[src/design/ltc_pkg.sv]
// Shared types and constants for the least-used tag cache.
// No dependencies; compile first.
package ltc_pkg;

    localparam int KEY_W             = 32;
    localparam int SLOT_W            = 4;
    localparam int DEF_ENTRIES       = 16;
    localparam int DEF_COUNT_WIDTH   = 16;

    typedef enum logic [1:0] {
        FN_LOOKUP = 2'd0,
        FN_INSERT = 2'd1,
        FN_TOUCH  = 2'd2,
        FN_DIRTY  = 2'd3
    } func_t;

    typedef enum logic [1:0] {
        ALU_EQ,
        ALU_LT,
        ALU_INC
    } alu_op_t;

    typedef struct packed {
        alu_op_t          op;
        logic [KEY_W-1:0] a;
        logic [KEY_W-1:0] b;
    } alu_req_t;

    typedef enum logic [2:0] {
        ST_IDLE,
        ST_LOOK,
        ST_EVSCAN,
        ST_INSTALL,
        ST_TOUCH_RD,
        ST_TOUCH_WR,
        ST_FINISH
    } state_t;

endpackage

[src/design/ltc_if.sv]
// Request and response channel interfaces for the tag cache.
// Depends on ltc_pkg.
interface ltc_req_if;
    import ltc_pkg::*;

    logic                valid;
    logic                ready;
    func_t               func;
    logic [KEY_W-1:0]    object_key;
    logic [SLOT_W-1:0]   target_slot;
    logic                load_from_backing;

    modport source (output valid, func, object_key, target_slot, load_from_backing,
                    input ready);
    modport sink   (input valid, func, object_key, target_slot, load_from_backing,
                    output ready);
endinterface

interface ltc_rsp_if;
    import ltc_pkg::*;

    logic                valid;
    logic                ready;
    logic                hit;
    logic [SLOT_W-1:0]   result_slot;
    logic                writeback;
    logic [KEY_W-1:0]    victim_key;
    logic                fetch;

    modport source (output valid, hit, result_slot, writeback, victim_key, fetch,
                    input ready);
    modport sink   (input valid, hit, result_slot, writeback, victim_key, fetch,
                    output ready);
endinterface

[src/design/ltc_ram.sv]
// Generic single-write, single-read RAM with registered read data.
// No dependencies.
module ltc_ram #(
    parameter int WIDTH = 32,
    parameter int DEPTH = 16,
    localparam int AW   = (DEPTH > 1) ? $clog2(DEPTH) : 1
) (
    input  logic             clk,
    input  logic             we,
    input  logic [AW-1:0]    waddr,
    input  logic [WIDTH-1:0] wdata,
    input  logic [AW-1:0]    raddr,
    output logic [WIDTH-1:0] rdata
);
    logic [WIDTH-1:0] mem [DEPTH];

    always_ff @(posedge clk)
    begin
        if (we)
        begin
            mem[waddr] <= wdata;
        end
        rdata <= mem[raddr];
    end
endmodule

[src/design/ltc_alu.sv]
// Shared compare/increment unit: key equality, count less-than, saturating increment.
// Depends on ltc_pkg.
module ltc_alu #(
    parameter int CNT_W = ltc_pkg::DEF_COUNT_WIDTH
) (
    input  ltc_pkg::alu_req_t  req,
    output logic               flag,
    output logic [CNT_W-1:0]   inc
);
    import ltc_pkg::*;

    logic [CNT_W-1:0] cnt;

    assign cnt = req.a[CNT_W-1:0];

    always_comb
    begin
        flag = 1'b0;
        inc  = cnt;
        case (req.op)
            ALU_EQ:  flag = (req.a == req.b);
            ALU_LT:  flag = (req.a < req.b);
            ALU_INC: inc  = (cnt == {CNT_W{1'b1}}) ? cnt : cnt + 1'b1;
            default: flag = 1'b0;
        endcase
    end
endmodule

[src/design/least_used_tag_cache_top.sv]
// Least-used tag cache top: sequencer, dirty marks, key and count RAMs, shared ALU.
// Depends on ltc_pkg, ltc_if, ltc_ram and ltc_alu.
//
//   Channel  Dir  Handshake      Payload
//   req      in   valid/ready    func, object_key, target_slot, load_from_backing
//   rsp      out  valid/ready    hit, result_slot, writeback, victim_key, fetch
//
// One item at a time; req.ready is high only when the sequencer is idle.
// Lookup walks the filled slots through the key RAM, one slot per cycle; an eviction walks
// all ENTRIES counts. The RAM read port sets the pace.
// Reset clears state, fill level, dirty marks and the output valid; no clearing pass.
// A held response does not block the next request; only its own finish step waits.
module least_used_tag_cache_top #(
    parameter int ENTRIES     = ltc_pkg::DEF_ENTRIES,
    parameter int COUNT_WIDTH = ltc_pkg::DEF_COUNT_WIDTH
) (
    input  logic      clk,
    input  logic      rst_n,
    ltc_req_if.sink   req,
    ltc_rsp_if.source rsp
);
    import ltc_pkg::*;

    localparam int IDX_W  = (ENTRIES > 1) ? $clog2(ENTRIES) : 1;
    localparam int FILL_W = $clog2(ENTRIES + 1);

    state_t                 state_reg, state_next;
    logic [FILL_W-1:0]      fill_reg, fill_next;
    logic [ENTRIES-1:0]     dirty_reg, dirty_next;
    logic                   cmp_vld_reg, cmp_vld_next;
    logic                   out_vld_reg, out_vld_next;

    logic [IDX_W-1:0]       rd_addr_reg, rd_addr_next;
    logic [IDX_W-1:0]       cmp_idx_reg, cmp_idx_next;
    logic [IDX_W-1:0]       last_reg, last_next;
    logic [KEY_W-1:0]       key_reg, key_next;
    logic                   load_reg, load_next;
    logic                   evict_reg, evict_next;
    logic [IDX_W-1:0]       best_idx_reg, best_idx_next;
    logic [COUNT_WIDTH-1:0] best_cnt_reg, best_cnt_next;
    logic [KEY_W-1:0]       best_key_reg, best_key_next;

    logic                   res_hit_reg, res_hit_next;
    logic [SLOT_W-1:0]      res_slot_reg, res_slot_next;
    logic                   res_wb_reg, res_wb_next;
    logic [KEY_W-1:0]       res_vkey_reg, res_vkey_next;
    logic                   res_fetch_reg, res_fetch_next;

    logic                   out_hit_reg;
    logic [SLOT_W-1:0]      out_slot_reg;
    logic                   out_wb_reg;
    logic [KEY_W-1:0]       out_vkey_reg;
    logic                   out_fetch_reg;
    logic                   out_load;

    logic                   key_we, cnt_we;
    logic [IDX_W-1:0]       wr_addr;
    logic [COUNT_WIDTH-1:0] cnt_wdata;
    logic [KEY_W-1:0]       key_rdata;
    logic [COUNT_WIDTH-1:0] cnt_rdata;

    alu_req_t               alu_req;
    logic                   alu_flag;
    logic [COUNT_WIDTH-1:0] alu_inc;

    logic                   req_xfer;
    logic                   target_ok;
    logic                   take_best;
    logic                   victim_dirty;

    ltc_ram #(.WIDTH(KEY_W), .DEPTH(ENTRIES)) u_key_ram (
        .clk   (clk),
        .we    (key_we),
        .waddr (wr_addr),
        .wdata (key_reg),
        .raddr (rd_addr_reg),
        .rdata (key_rdata)
    );

    ltc_ram #(.WIDTH(COUNT_WIDTH), .DEPTH(ENTRIES)) u_cnt_ram (
        .clk   (clk),
        .we    (cnt_we),
        .waddr (wr_addr),
        .wdata (cnt_wdata),
        .raddr (rd_addr_reg),
        .rdata (cnt_rdata)
    );

    ltc_alu #(.CNT_W(COUNT_WIDTH)) u_alu (
        .req  (alu_req),
        .flag (alu_flag),
        .inc  (alu_inc)
    );

    assign req.ready  = (state_reg == ST_IDLE);
    assign req_xfer   = req.valid && req.ready;
    assign target_ok  = (32'(req.target_slot) < 32'(fill_reg));
    assign victim_dirty = evict_reg && dirty_reg[best_idx_reg];
    assign take_best  = (cmp_idx_reg == '0) || alu_flag;

    assign rsp.valid       = out_vld_reg;
    assign rsp.hit         = out_hit_reg;
    assign rsp.result_slot = out_slot_reg;
    assign rsp.writeback   = out_wb_reg;
    assign rsp.victim_key  = out_vkey_reg;
    assign rsp.fetch       = out_fetch_reg;

    always_comb
    begin
        state_next     = state_reg;
        fill_next      = fill_reg;
        dirty_next     = dirty_reg;
        cmp_vld_next   = 1'b0;
        rd_addr_next   = rd_addr_reg;
        cmp_idx_next   = rd_addr_reg;
        last_next      = last_reg;
        key_next       = key_reg;
        load_next      = load_reg;
        evict_next     = evict_reg;
        best_idx_next  = best_idx_reg;
        best_cnt_next  = best_cnt_reg;
        best_key_next  = best_key_reg;
        res_hit_next   = res_hit_reg;
        res_slot_next  = res_slot_reg;
        res_wb_next    = res_wb_reg;
        res_vkey_next  = res_vkey_reg;
        res_fetch_next = res_fetch_reg;
        key_we         = 1'b0;
        cnt_we         = 1'b0;
        wr_addr        = best_idx_reg;
        cnt_wdata      = '0;
        out_load       = 1'b0;
        alu_req.op     = ALU_EQ;
        alu_req.a      = key_rdata;
        alu_req.b      = key_reg;

        case (state_reg)
            ST_IDLE:
            begin
                if (req_xfer)
                begin
                    key_next       = req.object_key;
                    load_next      = req.load_from_backing;
                    res_hit_next   = 1'b0;
                    res_slot_next  = '0;
                    res_wb_next    = 1'b0;
                    res_vkey_next  = '0;
                    res_fetch_next = 1'b0;
                    rd_addr_next   = '0;
                    case (req.func)
                        FN_LOOKUP:
                        begin
                            last_next  = IDX_W'(fill_reg - 1'b1);
                            state_next = (fill_reg == '0) ? ST_FINISH : ST_LOOK;
                        end
                        FN_INSERT:
                        begin
                            if (fill_reg < FILL_W'(ENTRIES))
                            begin
                                evict_next    = 1'b0;
                                best_idx_next = IDX_W'(fill_reg);
                                state_next    = ST_INSTALL;
                            end
                            else
                            begin
                                evict_next = 1'b1;
                                last_next  = IDX_W'(ENTRIES - 1);
                                state_next = ST_EVSCAN;
                            end
                        end
                        FN_TOUCH:
                        begin
                            res_slot_next = req.target_slot;
                            rd_addr_next  = IDX_W'(req.target_slot);
                            state_next    = target_ok ? ST_TOUCH_RD : ST_FINISH;
                        end
                        FN_DIRTY:
                        begin
                            res_slot_next = req.target_slot;
                            if (target_ok)
                            begin
                                dirty_next[IDX_W'(req.target_slot)] = 1'b1;
                            end
                            state_next = ST_FINISH;
                        end
                        default: state_next = ST_FINISH;
                    endcase
                end
            end

            ST_LOOK:
            begin
                // Issue the next read while comparing the slot read last cycle
                cmp_vld_next = 1'b1;
                if (rd_addr_reg != last_reg)
                begin
                    rd_addr_next = rd_addr_reg + 1'b1;
                end
                if (cmp_vld_reg)
                begin
                    if (alu_flag)
                    begin
                        res_hit_next  = 1'b1;
                        res_slot_next = SLOT_W'(cmp_idx_reg);
                        state_next    = ST_FINISH;
                    end
                    else if (cmp_idx_reg == last_reg)
                    begin
                        state_next = ST_FINISH;
                    end
                end
            end

            ST_EVSCAN:
            begin
                alu_req.op   = ALU_LT;
                alu_req.a    = KEY_W'(cnt_rdata);
                alu_req.b    = KEY_W'(best_cnt_reg);
                cmp_vld_next = 1'b1;
                if (rd_addr_reg != last_reg)
                begin
                    rd_addr_next = rd_addr_reg + 1'b1;
                end
                if (cmp_vld_reg)
                begin
                    if (take_best)
                    begin
                        best_idx_next = cmp_idx_reg;
                        best_cnt_next = cnt_rdata;
                        best_key_next = key_rdata;
                    end
                    if (cmp_idx_reg == last_reg)
                    begin
                        state_next = ST_INSTALL;
                    end
                end
            end

            ST_INSTALL:
            begin
                key_we         = 1'b1;
                cnt_we         = 1'b1;
                wr_addr        = best_idx_reg;
                cnt_wdata      = '0;
                dirty_next[best_idx_reg] = 1'b0;
                if (!evict_reg)
                begin
                    fill_next = fill_reg + 1'b1;
                end
                res_hit_next   = 1'b1;
                res_slot_next  = SLOT_W'(best_idx_reg);
                res_wb_next    = victim_dirty;
                res_vkey_next  = victim_dirty ? best_key_reg : '0;
                res_fetch_next = load_reg;
                state_next     = ST_FINISH;
            end

            ST_TOUCH_RD:
            begin
                // Count RAM read of the target slot is in flight
                state_next = ST_TOUCH_WR;
            end

            ST_TOUCH_WR:
            begin
                alu_req.op = ALU_INC;
                alu_req.a  = KEY_W'(cnt_rdata);
                alu_req.b  = '0;
                cnt_we     = 1'b1;
                wr_addr    = rd_addr_reg;
                cnt_wdata  = alu_inc;
                state_next = ST_FINISH;
            end

            ST_FINISH:
            begin
                if (!out_vld_reg || rsp.ready)
                begin
                    out_load   = 1'b1;
                    state_next = ST_IDLE;
                end
            end

            default: state_next = ST_IDLE;
        endcase

        out_vld_next = out_vld_reg;
        if (out_load)
        begin
            out_vld_next = 1'b1;
        end
        else if (rsp.ready)
        begin
            out_vld_next = 1'b0;
        end
    end

    always_ff @(posedge clk or negedge rst_n)
    begin
        if (!rst_n)
        begin
            state_reg   <= ST_IDLE;
            fill_reg    <= '0;
            dirty_reg   <= '0;
            cmp_vld_reg <= 1'b0;
            out_vld_reg <= 1'b0;
        end
        else
        begin
            state_reg   <= state_next;
            fill_reg    <= fill_next;
            dirty_reg   <= dirty_next;
            cmp_vld_reg <= cmp_vld_next;
            out_vld_reg <= out_vld_next;
        end
    end

    always_ff @(posedge clk)
    begin
        rd_addr_reg   <= rd_addr_next;
        cmp_idx_reg   <= cmp_idx_next;
        last_reg      <= last_next;
        key_reg       <= key_next;
        load_reg      <= load_next;
        evict_reg     <= evict_next;
        best_idx_reg  <= best_idx_next;
        best_cnt_reg  <= best_cnt_next;
        best_key_reg  <= best_key_next;
        res_hit_reg   <= res_hit_next;
        res_slot_reg  <= res_slot_next;
        res_wb_reg    <= res_wb_next;
        res_vkey_reg  <= res_vkey_next;
        res_fetch_reg <= res_fetch_next;
        if (out_load)
        begin
            out_hit_reg   <= res_hit_reg;
            out_slot_reg  <= res_slot_reg;
            out_wb_reg    <= res_wb_reg;
            out_vkey_reg  <= res_vkey_reg;
            out_fetch_reg <= res_fetch_reg;
        end
    end

    a_fill_bound: assert property (@(posedge clk) disable iff (!rst_n)
        32'(fill_reg) <= ENTRIES)
        else $error("fill level beyond table size");

    a_fill_only_install: assert property (@(posedge clk) disable iff (!rst_n)
        fill_reg != $past(fill_reg) |-> $past(state_reg) == ST_INSTALL)
        else $error("fill level changed outside install");

    a_wb_implies_hit: assert property (@(posedge clk) disable iff (!rst_n)
        rsp.valid && rsp.writeback |-> rsp.hit && rsp.fetch == out_fetch_reg)
        else $error("write-back reported without insert");

    a_match_ends_scan: assert property (@(posedge clk) disable iff (!rst_n)
        state_reg == ST_LOOK && cmp_vld_reg && alu_flag |=> state_reg == ST_FINISH)
        else $error("lookup scan continued after a match");

endmodule

[src/flat_wrapper.sv]
// flat-port wrapper written by rule: the top's interface ports become plain ports
module least_used_tag_cache_top_flat import ltc_pkg::*;
#(
    parameter int ENTRIES     = ltc_pkg::DEF_ENTRIES,
    parameter int COUNT_WIDTH = ltc_pkg::DEF_COUNT_WIDTH
)
  (clk, rst_n, req_valid, req_func, req_object_key, req_target_slot, req_load_from_backing, req_ready, rsp_valid, rsp_hit, rsp_result_slot, rsp_writeback, rsp_victim_key, rsp_fetch, rsp_ready);
  ltc_req_if req_i ();
  ltc_rsp_if rsp_i ();
  input  logic clk;
  input  logic rst_n;
  input wire logic [$bits(req_i.valid)-1:0] req_valid;
  input wire logic [$bits(req_i.func)-1:0] req_func;
  input wire logic [$bits(req_i.object_key)-1:0] req_object_key;
  input wire logic [$bits(req_i.target_slot)-1:0] req_target_slot;
  input wire logic [$bits(req_i.load_from_backing)-1:0] req_load_from_backing;
  output wire logic [$bits(req_i.ready)-1:0] req_ready;
  output wire logic [$bits(rsp_i.valid)-1:0] rsp_valid;
  output wire logic [$bits(rsp_i.hit)-1:0] rsp_hit;
  output wire logic [$bits(rsp_i.result_slot)-1:0] rsp_result_slot;
  output wire logic [$bits(rsp_i.writeback)-1:0] rsp_writeback;
  output wire logic [$bits(rsp_i.victim_key)-1:0] rsp_victim_key;
  output wire logic [$bits(rsp_i.fetch)-1:0] rsp_fetch;
  input wire logic [$bits(rsp_i.ready)-1:0] rsp_ready;
  assign req_i.valid = req_valid;
  assign req_i.func = req_func;
  assign req_i.object_key = req_object_key;
  assign req_i.target_slot = req_target_slot;
  assign req_i.load_from_backing = req_load_from_backing;
  assign req_ready = req_i.ready;
  assign rsp_valid = rsp_i.valid;
  assign rsp_hit = rsp_i.hit;
  assign rsp_result_slot = rsp_i.result_slot;
  assign rsp_writeback = rsp_i.writeback;
  assign rsp_victim_key = rsp_i.victim_key;
  assign rsp_fetch = rsp_i.fetch;
  assign rsp_i.ready = rsp_ready;
  least_used_tag_cache_top #(.ENTRIES(ENTRIES), .COUNT_WIDTH(COUNT_WIDTH)) u_core (.clk(clk), .rst_n(rst_n), .req(req_i), .rsp(rsp_i));
endmodule
[config.mk]
export PLATFORM = sky130hd
export DESIGN_NAME = least_used_tag_cache_top_flat
export DESIGN_NICKNAME = d
export VERILOG_FILES = /design/src/design/ltc_pkg.sv /design/src/design/ltc_if.sv /design/src/design/ltc_ram.sv /design/src/design/ltc_alu.sv /design/src/design/least_used_tag_cache_top.sv /design/src/flat_wrapper.sv
export SDC_FILE = /design/constraint.sdc
export NUM_CORES = 1
export LEC_CHECK = 0
export CORE_ASPECT_RATIO = 1.1
export CORE_MARGIN = 5
export CORE_UTILIZATION = 45
export DETAILED_ROUTE_END_ITERATION = 10
export DONT_BUFFER_PORTS = 1
export HOLD_SLACK_MARGIN = 0.02
export SKIP_CTS_REPAIR_TIMING = 1
export SLEW_MARGIN = 20
export SYNTH_ARGS = -nofsm -noshare
export SYNTH_HDL_FRONTEND = slang
export SYNTH_SLANG_ARGS = --single-unit
[constraint.sdc]
create_clock -name clk -period 11.7 [get_ports clk]
set_clock_uncertainty 0.1 [all_clocks]
set_input_delay 2.34 -clock clk [delete_from_list [all_inputs] [get_ports clk]]
set_output_delay 2.34 -clock clk [all_outputs]
set_load 0.01 [all_outputs]
==> metrics <==
status complete, no violations; worst-margin pin slew 1.06 ns; Mapped Area 39300 um2; Reg2Reg Setup Slack 6.28 ns; Finish-stage setup viols 0; grt total ovfl 0; diode count 0; Yosys top cell area share 71.8%; clk slew on worst S/H paths 0.07 ns; async set-or-reset flop fraction in the synthesized netlist 2.55%; detailed-route DRC error count 0; Max Cap Violations 0; Lkg Pwr 0.0147 uW; hold_sp u_core.res_vkey_reg[3]; Hold Path End u_core.rsp.victim_key[3]; CP arrival 5.60 ns; via count 19100; Hold Path Class reg2reg; nets@finish 2061; Worst IR Drop VDD 0.480 mV; number of synthesized flops with an enable pin 940; CP startpoint kind register; synth top area cells edfxtp_1 72%, mux4_2 14%, dfxtp_1 2.6%, dfrtp_1 1.7%, ha_1 1.3%; Worst setup EP type register; Worst Hold Path Cells 0; synth unique cells 64; vias per cell 5.94; initial antenna violation count 2; first-pass GRT wire length 133 mm; CTS tree built; Ports 84; Filler Cells Inserted 6811; FF/Latch Area 29900 um2; Reg2Reg Depth 11; Crit path required time 11.88 ns; Mapped Avg Cell Area 20.6 um2; CTS sink count 1018; die height 320 um; post-synthesis sequential area ratio 76.1%; first drt pass iteration count 5; Clock Latency Late Sink 0.67 ns; DRT iter0 DRCs 1940; maximum operating frequency 0.185 GHz; worst reg2reg startpoint u_core.state_reg[1]; PwrDens 258 nW/um2; Slew HR 29.1%; TritonCTS buffer count 98; DR WL/cell 28.0 um; synthesis-to-finish area growth 12.8%; Synth area leader edfxtp_1; Main synth FF type edfxtp_1; Yosys reg bits 1018; RSZ-0062 raised after global routing no; Slew Viols, Final 0; Largest register FFs 512; crit path launch u_core.state_reg[1]; area of the multi-input gates 9060 um2; share of cells above drive strength 1 24.7%; Detailed Route WL 90.1 mm; vias in the first global route 19400; Synth Warn # 0; detailed placement HPWL 49.5 mm; Initial Utilization 45.4%; Setup TNS 0 ns; total track usage 19.2%; Core Area 86500 um2; Crit Path Max Fanout 48; Final ANT Viol Nets 0; die outline width 292 um; Hold Vio Cnt, Final 0; R2R Path End u_core.best_cnt_reg[0]; row count 113; Bufs on Longest Clock Path 3; I/O Buffers 0; Hold Slack 0.319 ns; largest net degree at the start of global routing 120; clock root buffer master clkbuf_16; top flop regs u_core.u_key_ram.mem x512, u_core.u_cnt_ram.mem x256; Post-Synthesis Cells 1911; syn nets 1994; H-tree level count 3; min Tclk post-route 5.42 ns; Final period util 46.3%; die area 93400 um2; RePlAce Congestion 0.875; Crit Path Class reg2reg; most flop-heavy register u_core.u_key_ram.mem
## per-stage QoR
step	setup WS (ns)	instances	total power [uW]	utilization [%]	area, um2
after floorplan	6.65	1911	7290	-	39300
after global placement	6.52	3028	8230	47.3	40900
after detailed placement	6.32	3028	8310	47.3	41000
after CTS	6.29	3214	11500	51.2	44300
after global routing	6.09	3214	12000	51.2	44300
final	6.28	3214	11400	51.2	44300
## per-layer routing
metal	GRT usage, %	up-vias	wire length [um]
met5	0	-	0
li1	-	8005	-
met3	3.02	127	5800
met2	31.1	747	44000
met4	4.75	0	1750
met1	27.9	10200	38600
## synthesized netlist by cell type (6+ instances only)
master / instances
a21o_1: 13
nand4_1: 6
buf_1: 20
xor2_1: 9
o21ai_0: 65
ha_1: 40
dfrtp_1: 26
inv_1: 21
a22oi_1: 16
edfxtp_1: 940
nand2_1: 81
and2_1: 36
or3_1: 9
a21oi_1: 17
nor3_1: 20
dfxtp_1: 52
a31oi_1: 14
nand3_1: 18
buf_2: 7
xnor2_1: 9
mux2i_1: 7
clkbuf_1: 57
nor2_1: 51
mux4_2: 245
or4_1: 7
nand2b_1: 14
and3_1: 24
## critical path: stages (launching register included)
cell      delay, ns
dfrtp_1        0.83
and3b_1        0.42
nor2_4         0.80
nand2_1        0.16
ha_1           0.33
and4_1         0.20
nand4_1        0.13
or4_1          0.62
nand2b_1       0.22
a22oi_1        0.38
o211a_2        0.25
buf_4          0.53
## power breakdown
group	leakage (uW)	switching, uW	total, uW	internal, uW
logic	0.00336	1930	3310	1390
registers	0.00971	325	4900	4580
clock network	0.00166	1340	3210	1870
## worst max-delay path by stage
stage | slack, ns | cells after the start | to
6_report | 6.28 | 11 | u_core.best_cnt_reg[0]
5_1_grt | 6.09 | 11 | u_core.best_key_reg[11]
4_1_cts | 6.29 | 11 | u_core.best_key_reg[11]
3_5_place_dp | 6.32 | 11 | u_core.best_key_reg[16]
3_3_place_gp | 6.52 | 11 | u_core.best_key_reg[12]
2_1_floorplan | 6.65 | 16 | u_core.best_idx_reg[0]
## cell usage in the layout (no fill, tap or decap), drive strengths merged, types with 4 or more instances in the layout
| master | instances |
|---|---|
| mux2i | 7 |
| and4 | 5 |
| clkbuf | 125 |
| xnor2 | 9 |
| clkinv | 45 |
| a211oi | 4 |
| inv | 25 |
| and3 | 24 |
| a22oi | 16 |
| nor2b | 5 |
| mux4 | 245 |
| nor2 | 51 |
| o211ai | 5 |
| nor4 | 5 |
| nor3 | 20 |
| bufinv | 11 |
| or4 | 7 |
| xor2 | 9 |
| nand2b | 14 |
| ha | 40 |
| nand2 | 81 |
| a31oi | 14 |
| or3 | 9 |
| edfxtp | 940 |
| nand4 | 7 |
| dfxtp | 52 |
| o221ai | 4 |
| and2 | 38 |
| a21oi | 17 |
| o21ai | 68 |
| nand3 | 18 |
| o22ai | 4 |
| a21o | 13 |
| dfrtp | 26 |
| a221oi | 5 |
| buf | 60 |
| nor3b | 6 |
## kinds of logic after synthesis
family | share of synthesized area, %
adder cells (fa/ha/maj) | 1.27
buffers and inverters | 1.26
AO/OA/AOI/OAI | 2.81
AND/OR/NAND/NOR | 3.92
flip-flops | 76.1
XOR/XNOR | 0.401
multiplexers | 14.2
## cell type report
cell class / instances / area share (%)
Clock inverter: 61 / 1.52
Clock buffer: 125 / 6.03
Tap cell: 1150 / 3.25
Multi-Input combinational cell: 777 / 20.4
Timing Repair Buffer: 60 / 1.07
Inverter: 23 / 0.195
Sequential cell: 1018 / 67.5
Note: power is estimated with default switching activity, not from simulation.
